===== src/sv/dfa_pkg.sv =====
// Shared types and constants for the table-driven DFA recognizer.
// No dependencies; imported by dfa_clear, the top level and the testbench.
package dfa_pkg;

  localparam int NUM_STATES_DEF  = 64;
  localparam int SYMBOL_BITS_DEF = 8;
  localparam int STATE_W         = 6;
  localparam int SYM_W           = 8;

  typedef enum logic [1:0] {
    KIND_WRITE  = 2'd0,
    KIND_FLAG   = 2'd1,
    KIND_SYMBOL = 2'd2,
    KIND_END    = 2'd3
  } kind_t;

  typedef struct packed {
    kind_t              kind;
    logic [STATE_W-1:0] state_index;
    logic [SYM_W-1:0]   symbol;
    logic [STATE_W-1:0] next_state;
    logic               flag_value;
  } item_t;

  typedef struct packed {
    logic accepted;
    logic hit_dead_end;
  } result_t;

  typedef struct packed {
    logic               valid;
    logic [STATE_W-1:0] target;
  } trans_entry_t;

  localparam int ENTRY_W = $bits(trans_entry_t);

  typedef enum logic {
    CLR_SWEEP = 1'b0,
    CLR_DONE  = 1'b1
  } clr_state_t;

endpackage


===== src/sv/dfa_clear.sv =====
// Post-reset clearing sweep: walks every table address once.
// Depends on dfa_pkg for the sweep state type.
module dfa_clear #(
  parameter int  DEPTH = 4,
  localparam int AW    = $clog2(DEPTH)
) (
  input  logic          clk,
  input  logic          rst,
  output logic          busy,
  output logic [AW-1:0] addr
);
  import dfa_pkg::*;

  clr_state_t    state, state_next;
  logic [AW-1:0] addr_next;

  always_ff @(posedge clk) begin
    if (rst) begin
      state <= CLR_SWEEP;
      addr  <= '0;
    end else begin
      state <= state_next;
      addr  <= addr_next;
    end
  end

  always_comb begin
    state_next = state;
    addr_next  = addr;
    busy       = 1'b0;
    case (state)
      CLR_SWEEP: begin
        busy = 1'b1;
        if (addr == AW'(DEPTH - 1)) begin
          state_next = CLR_DONE;
        end else begin
          addr_next = addr + 1'b1;
        end
      end
      CLR_DONE: ;
      default: state_next = CLR_DONE;
    endcase
  end

endmodule


===== config.mk =====
export PLATFORM = sky130hd
export DESIGN_NAME = dfa_clear
export DESIGN_NICKNAME = d
export VERILOG_FILES = /design/src/sv/dfa_pkg.sv /design/src/sv/dfa_clear.sv
export SDC_FILE = /design/constraint.sdc
export NUM_CORES = 1
export LEC_CHECK = 0
export BUFFER_PORTS_ARGS = -buffer_cell sky130_fd_sc_hd__buf_2
export CORE_AREA = 2 2 39 41
export DETAILED_ROUTE_END_ITERATION = 8
export DIE_AREA = 0 0 41 43
export PLACE_DENSITY = 0.3
export SYNTH_ARGS = -nofsm -noshare
export SYNTH_HDL_FRONTEND = slang
export SYNTH_SLANG_ARGS = --single-unit

===== constraint.sdc =====
create_clock -name clk -period 1.03 [get_ports clk]
set_input_delay 0.206 -clock clk [delete_from_list [all_inputs] [get_ports clk]]
set_output_delay 0.206 -clock clk [all_outputs]
set_load 0.02 [all_outputs]

==> results of run 1 <==
==> state kept, by name (all words and copies together) (netlist names) <==
register,flops
addr,2
state,1
==> metrics by stage <==
stage	cells	utilization [%]	power [mW]
2_1_floorplan	13	-	0.348
4_1_cts	39	16.5	0.715
3_3_place_gp	35	13.7	0.453
3_5_place_dp	35	13.7	0.457
5_1_grt	39	18.1	0.828
6_report	39	18.1	0.753
==> logic make-up after synthesis <==
logic type,after synthesis
simple gates,4
fa+ha+maj,1
compound gates,4
flops,3
buf+inv,1
==> layout by cell type (no fill, tap or decap) <==
cell,synthesis,final
buf_4,0,2
buf_2,0,1
dfxtp_2,0,2
or3b_1,1,1
clkbuf_1,0,1
nor2_1,2,2
inv_1,1,1
dfxtp_4,0,1
ha_4,0,1
buf_6,0,3
a21oi_2,0,2
o21ai_0,2,2
or3_4,0,1
clkbuf_4,0,3
==> worst max path at each step <==
stage            start       to  slack (ps)  cells past startpoint
2_1_floorplan  addr[0]  addr[1]         -90                      3
3_3_place_gp   addr[0]  addr[1]         -50                      3
3_5_place_dp   addr[0]  addr[1]         -60                      3
4_1_cts        addr[1]  addr[1]         -70                      3
5_1_grt        addr[1]  addr[1]        -120                      3
6_report       addr[0]  addr[1]         -70                      3
==> area by class of cell <==
class / count / share of cell area [%]
multi-input cells: 9 / 32.0
clock buffers: 4 / 10.5
flip-flops and latches: 3 / 26.5
repair buffers: 6 / 21.5
inverters: 1 / 1.50
well taps: 16 / 8.00
==> routing by layer <==
layer,global-route usage [%],up-vias,part of all wire (%)
met4,4.00,0,0
met2,3.75,5,38
met5,0,-,0
li1,-,68,-
met1,4.50,48,51
met3,4.71,0,11
==> repair_timing <==
item / in CTS / in global routing
setup endpoints to repair: 5 / 5
gates resized for setup: 5 / 6
pin swaps: 1 / 1
==> critical path, stage by stage, from the launching register on <==
cell	delay, ps
dfxtp_2	330
ha_4	250
or3b_1	350
a21oi_2	110
==> report_power, final <==
group / internal [mW] / switching [mW]
sequential: 0.167 / 0.0415
combinational: 0.204 / 0.139
clock: 0.145 / 0.0573
==> impl_metrics.csv, run 1 <==
group,metric,value,unit
routing,drt-initial-drc-count,0,
synth,yosys.area.top_type_share,50.5,%
clocking,clk_latency,230,ps
cells_and_area,fillers,152,
routing,wl_per_cell,7.28,microns
routing,drc_errors,0,
cells_and_area,areaGrowthSynthToFinish,111,%
sta,setup_slack,-74.4,ps
sta,period_share,107,%
synth,synth_compound_area_share,16.8,%
routing,first_pass_iters,1,
pwr,p_leak,0.0964,nW
global_routing,grt_pass1_wl,420,microns
synth,yosys.area.top_type,"dfxtp_1",
placed_design,placed_area,189,sq um
critical_path,ff2ff_setup_slack,-70,ps
cells_and_area,final_area,250,sq um
synth,synth_cells,13,
critical_path,crit_path_end_kind,"flop",
worst_hold_path,hold_end,"addr[1]",
clocking,numCtsBuffers,3,
clocking,cts_tree,"done",
synth,synthMuxAreaShare,0,%
floorplan,start_util,8.59,%
synth,synth_edf_count,0,
synth,synth_most_common_cell,"dfxtp_1",
synth,synth_area,119,sq um
pwr,p_per_area,3010,nW/um^2
critical_path,worstPathRequired,1190,ps
critical_path,critical_path_class,"flop to flop",
critical_path,cp_max_fo,2,
routing,num_vias,121,
synth,yosys-top-cells-area,"dfxtp_1 51%, ha_1 11%, a21oi_1 8.4%",
sta,fmaxAchievable,905,MHz
routing,via_per_inst,3.10,
critical_path,start_kind,"flop",
clocking,post_cts_buffers,0,
synth,synth_nets,16,
floorplan,num_rows,14,
floorplan,die_h,43,microns
cells_and_area,final_layout_size_suffix_gt1_share,69.6,%
clocking,ctsHtreeMaxLevel,1,
sta,hold_ws,170,ps
global_routing,antenna_found_initial,0,
critical_path,ff2ff_path_depth,3,
routing,wirelength,284,microns
clocking,clk_pin_slew,40,ps
run,maxCapViolCount,0,
synth,synthSimpleGateAreaFrac,18.9,%
global_routing,grtUsageTotal,4.12,%
worst_hold_path,hp-class,"input pin to flop",
synth,yosysSeqAreaShare,50.5,%
floorplan,dieArea,1760,sq um
placed_design,gp_congestion,0.553,
synth,synth_xor_xnor_area_share,0,%
sta,fin_worst_skew,2.91,ps
floorplan,die_x,41,microns
routing,antenna_left,0,
cells_and_area,multiInputGateArea,80.1,sq um
cells_and_area,nets,27,
synth,ys_types,8,
critical_path,worstPathArrival,1270,ps
sta,relSlewSlack,84.1,%
synth,ys.warnings.count,0,
sta,setup_viol,1,
clocking,clock_path_buffers,2,
sta,tightest_slew,236,ps
critical_path,reg2reg_to,"addr[1]",
global_routing,grt-ovfl-total,0,
run_status,violations,"setup timing",
synth,syn_avg_cell_area,9.14,sq um
sta,finalCriticalPeriod,1100,ps
cells_and_area,n_antenna_cell,0,
synth,async_flop_share,0,%
synth,synth_ff_type,"dfxtp_1",
floorplan,io_pins,5,
placed_design,numPortBuffers,4,
critical_path,reg2reg_from,"addr[0]",
sta,rsz0062_at_grt,"true",
sta,timing_hold_violations_final,0,
sta,fin_setup_tns,-74.4,ps
placed_design,dp_worst_setup_slack,-56.9,ps
synth,ys_ff_latch,3,
clocking,hold_buffers,0,
clocking,cts_num_sinks,3,
cells_and_area,regArea,66.3,sq um
synth,synth_fa_ha_area_share,10.5,%
global_routing,grt_pass1_vias,109,
clocking,cts-root-buf,"clkbuf_4",
worst_hold_path,hold_start,"rst",
pwr,peakVddDrop,0.666,mV
worst_hold_path,whs_path_depth,2,
synth,synth_common_cells,"3 x dfxtp_1, 2 x a21oi_1, 2 x nor2_1, 2 x o21ai_0",
floorplan,core_area,1380,sq um
synth,synth_top_family_by_area,"simple AND/OR/NAND/NOR gates",
run_status,status,"complete, but fails checks",
global_routing,grt_start_max_net_pins,7,
sta,slew_violations,0,
(Power assumes the default switching activity.)
==> inputs of run 2 (changes only) <==
Settings changed: SKIP_LAST_GASP set to 1.
Clock period 1.03 ns to 0.9 ns, I/O delays scaled along.
==> impl_metrics.csv, run 2 (synthesized netlist as in run 1, its figures left out) <==
group,metric,value,unit
run_status,status,"complete, but fails checks",
run_status,violations,"setup timing",
global_routing,grt_start_max_net_pins,7,
sta,timing_hold_violations_final,0,
placed_design,dpl.hpwl,203,microns
routing,drc_errors,0,
sta,fmaxAchievable,902,MHz
critical_path,ff2ff_path_depth,3,
floorplan,dieArea,1760,sq um
clocking,clk_pin_slew,40,ps
cells_and_area,final_area,254,sq um
sta,period_share,123,%
placed_design,numPortBuffers,4,
global_routing,grt_pass1_wl,420,microns
critical_path,start_kind,"flop",
floorplan,die_x,41,microns
critical_path,cp-endpoint,"addr[1]",
global_routing,antenna_found_initial,0,
cells_and_area,top_regs,"addr: 2 flops, state: 1 flops",
pwr,p_leak,0.105,nW
critical_path,critical_path_class,"flop to flop",
cells_and_area,largest_reg_flops,2,
sta,rsz0062_at_grt,"true",
sta,setup_slack,-209,ps
floorplan,num_rows,14,
cells_and_area,layout_common_cells,"4 x buf_6, 3 x clkbuf_4",
routing,via_per_inst,3.20,
sta,relSlewSlack,90.2,%
clocking,clock_path_buffers,2,
clocking,numCtsBuffers,3,
floorplan,io_pins,5,
cells_and_area,regMostFlops,"addr",
routing,wirelength,271,microns
critical_path,worstPathArrival,1270,ps
pwr,peakVddDrop,0.734,mV
sta,tightest_slew,146,ps
clocking,cts_tree,"done",
sta,fin_worst_skew,2.34,ps
sta,slew_violations,0,
critical_path,crit_path_end_kind,"flop",
worst_hold_path,hp-class,"input pin to flop",
critical_path,cp_max_fo,2,
sta,setup_viol,5,
pwr,p_per_area,3360,nW/um^2
routing,wl_per_cell,6.78,microns
global_routing,grt_pass1_vias,122,
critical_path,ff2ff_setup_slack,-210,ps
clocking,clk_latency,230,ps
clocking,hold_buffers,0,
placed_design,placed_area,199,sq um
cells_and_area,n_antenna_cell,0,
global_routing,grt-ovfl-total,0,
critical_path,worstPathRequired,1060,ps
routing,drt-initial-drc-count,0,
routing,num_vias,128,
run,maxCapViolCount,0,
floorplan,core_area,1380,sq um
cells_and_area,layout_commonest_cell,"buf_6",
global_routing,grtUsageTotal,4.11,%
placed_design,gp_congestion,0.622,
critical_path,reg2reg_to,"addr[1]",
floorplan,die_h,43,microns
clocking,cts-root-buf,"clkbuf_4",
routing,first_pass_iters,1,
clocking,ctsHtreeMaxLevel,1,
cells_and_area,nets,28,
critical_path,reg2reg_from,"addr[0]",
cells_and_area,areaGrowthSynthToFinish,114,%
placed_design,dp_worst_setup_slack,-212,ps
sta,finalCriticalPeriod,1110,ps
critical_path,crit_start,"addr[0]",
cells_and_area,final_layout_size_suffix_gt1_share,66.7,%
clocking,cts_num_sinks,3,
routing,antenna_left,0,
floorplan,start_util,8.59,%
## run 2: timing repair
item	4_1_cts	5_1_grt
setup buffers	0	1
gates resized for setup	10	2
pin swaps	0	2
endpoints found under the setup margin	5	6
## run 2: stage by stage
step | std cells | TNS [ps] | utilization (%) | hold WS (ps) | power [mW]
after detailed placement | 36 | -340 | 14.4 | 370 | 0.533
after global placement | 36 | -353 | 14.4 | 372 | 0.541
after global routing | 40 | -741 | 18.4 | 118 | 0.927
final | 40 | -596 | 18.4 | 127 | 0.854
after floorplan | 13 | -310 | - | 239 | 0.403
after CTS | 40 | -599 | 18.2 | 121 | 0.864
## run 2: how the worst min path moves through the flow
| stage | slack (ps) | endpoint | cells past startpoint | start |
|---|---|---|---|---|
| after floorplan | 240 | addr[0] | 1 | rst |
| after global placement | 370 | addr[0] | 2 | rst |
| after detailed placement | 370 | addr[0] | 2 | rst |
| after CTS | 120 | addr[0] | 2 | rst |
| after global routing | 120 | addr[0] | 2 | rst |
| final | 130 | addr[0] | 2 | rst |
## run 2: power breakdown
part / internal [mW] / switching [mW] / leakage (nW)
Clock: 0.166 / 0.0687 / 0.0150
Combinational: 0.224 / 0.147 / 0.0637
Sequential: 0.195 / 0.0522 / 0.0264
## run 2: cell type report
cell class | instances | area, sq um
Tap cell | 16 | 20.0
Timing Repair Buffer | 7 | 65.1
Multi-Input combinational cell | 9 | 70.1
Clock buffer | 4 | 26.3
Inverter | 1 | 3.75
Fill cell | 163 | 1130
Sequential cell | 3 | 68.8
## run 2: metal layers
| layer | global-route usage, % | share of wire, % | up-vias |
|---|---|---|---|
| li1 | - | - | 68 |
| met1 | 4.49 | 51 | 51 |
| met2 | 3.75 | 34 | 7 |
| met3 | 3.14 | 10 | 2 |
| met4 | 6.00 | 4.4 | 0 |
| met5 | 0 | 0 | - |
## run 2: critical path, stage by stage, from the launching register on
cell,delay (ps)
dfxtp_4,340
ha_4,240
or3b_1,330
a21oi_1,120
==> inputs of run 3 (changes only) <==
--- a/config.mk
+++ b/config.mk
@@ -8,4 +8,5 @@
 export BUFFER_PORTS_ARGS = -buffer_cell sky130_fd_sc_hd__buf_2
 export CORE_AREA = 2 2 39 41
+export CTS_CLUSTER_SIZE = 40
 export DETAILED_ROUTE_END_ITERATION = 8
 export DIE_AREA = 0 0 41 43
==> constraint.sdc (replaced) <==
create_clock -name clk -period 0.9 [get_ports clk]
set_input_delay 0.045 -clock clk [delete_from_list [all_inputs] [get_ports clk]]
set_output_delay 0.045 -clock clk [all_outputs]
set_load 0.02 [all_outputs]
==> impl_metrics.csv, run 3 (synthesized netlist as in run 1, its figures left out) <==
group,metric,value,unit
cells_and_area,areaGrowthSynthToFinish,140,%
global_routing,grt-busiest-layer,"met4",
placed_design,numPortBuffers,4,
critical_path,crit_path_end_kind,"flop",
routing,antenna_left,0,
floorplan,die_h,43,microns
cells_and_area,fillers,170,
global_routing,grt_start_max_net_pins,5,
global_routing,grtUsageTotal,5.31,%
pwr,p_total,0.910,mW
cells_and_area,largest_reg_flops,2,
cells_and_area,regArea,66.3,sq um
critical_path,path_depth,3,
critical_path,ff2ff_path_depth,3,
critical_path,worstPathArrival,1280,ps
clocking,clk_pin_slew,40,ps
cells_and_area,fin_util,20.6,%
sta,relSlewSlack,86.1,%
sta,finalCriticalPeriod,1120,ps
global_routing,grt_use_met2,5.63,%
floorplan,dieArea,1760,sq um
pwr,p_per_area,3190,nW/um^2
global_routing,antenna_found_initial,0,
global_routing,use_met3,6.28,%
critical_path,worstPathRequired,1060,ps
routing,wl_per_cell,8.33,microns
placed_design,gp_congestion,0.588,
cells_and_area,final_layout_size_suffix_gt1_share,74.1,%
clocking,ctsHtreeMaxLevel,1,
critical_path,critical_path_class,"flop to flop",
sta,tightest_slew,206,ps
cells_and_area,n_antenna_cell,0,
cells_and_area,regMostFlops,"addr",
clocking,numCtsBuffers,3,
sta,slew_violations,0,
sta,period_share,124,%
sta,hold_ws,531,ps
pwr,p_leak,0.120,nW
cells_and_area,top_regs,"addr: 2 flops, state: 1 flops",
sta,setup_slack,-216,ps
critical_path,critPathTopFamily,"flip-flops",
routing,wirelength,358,microns
clocking,cts-root-buf,"clkbuf_4",
clocking,clk_latency,230,ps
cells_and_area,nets,31,
sta,fin_setup_tns,-407,ps
floorplan,core_area,1380,sq um
routing,first_pass_iters,1,
sta,fin_worst_skew,3.05,ps
worst_hold_path,whs_path_depth,3,
routing,num_vias,148,
floorplan,num_rows,14,
routing,drc_errors,0,
global_routing,grtUsageMet1,3.51,%
floorplan,die_x,41,microns
clocking,cts_tree,"done",
routing,via_per_inst,3.44,
floorplan,io_pins,5,
clocking,cts_num_sinks,3,
sta,setup_viol,2,
critical_path,crit_path_top_delay_cell,"dfxtp_4",
run_status,violations,"setup timing",
run,maxCapViolCount,0,
run_status,status,"complete, but fails checks",
sta,timing_hold_violations_final,0,
floorplan,start_util,8.59,%
sta,fmaxAchievable,896,MHz
critical_path,cp_max_fo,2,
cells_and_area,multiInputGateArea,78.8,sq um
sta,rsz0062_at_grt,"true",
critical_path,path_cells,"ha_4, or3b_1, a21oi_1",
cells_and_area,layout_common_cells,"4 x buf_6, 4 x buf_4, 3 x clkbuf_4",
worst_hold_path,hp-class,"input pin to flop",
pwr,peakVddDrop,0.458,mV
clocking,clock_path_buffers,2,
routing,drt-initial-drc-count,0,
placed_design,placed_area,206,sq um
critical_path,critPathMaxStageDelay,340,ps
global_routing,grt_pass1_wl,483,microns
global_routing,grt_pass1_vias,135,
global_routing,grt-ovfl-total,0,
cells_and_area,final_area,285,sq um
critical_path,crit_buf_inv,0,
critical_path,start_kind,"flop",
## run 3: area by class of cell
| cell class | instances | share of cell area (%) |
|---|---|---|
| Multi-Input combinational cell | 9 | 27.6 |
| Timing Repair Buffer | 10 | 31.6 |
| Inverter | 1 | 1.32 |
| Sequential cell | 3 | 23.2 |
| Clock buffer | 4 | 9.21 |
| Tap cell | 16 | 7.02 |
## run 3: where the power goes
group,internal [mW],total [mW],switching (mW)
Combinational,0.263,0.439,0.176
Clock,0.166,0.233,0.0671
Sequential,0.194,0.238,0.0441
Total,0.622,0.910,0.288
## run 3: worst paths after layout
kind	slack (ps)	endpoint	startpoint
setup / recovery	-220	addr[1]	addr[0]
hold / removal	530	addr[0]	rst
setup reg to reg	-220	addr[1]	addr[0]
hold reg to reg	560	addr[1]	state
## run 3: worst min-delay path: stages
cell and delay, ps:
dlygate4sd3_1 510, buf_2 130, a21oi_2 30
## run 3: what timing repair did
action	in CTS	in global routing
setup endpoints to repair	4	6
setup buffers	0	1
pin swaps	2	0
gates resized for setup	6	6
endpoints found under the hold margin	3	0
hold buffers	1	0
## run 3: per-stage QoR
stage / setup slack [ps] / cells
after detailed placement: -211 / 37
after global placement: -223 / 37
after CTS: -223 / 42
after global routing: -239 / 43
final: -216 / 43
after floorplan: -214 / 13
## run 3: metal layers
| layer | vias up | routed length [microns] |
|---|---|---|
| li1 | 73 | - |
| met1 | 70 | 131 |
| met2 | 5 | 193 |
| met3 | 0 | 32 |
| met4 | 0 | 0 |
| met5 | - | 0 |
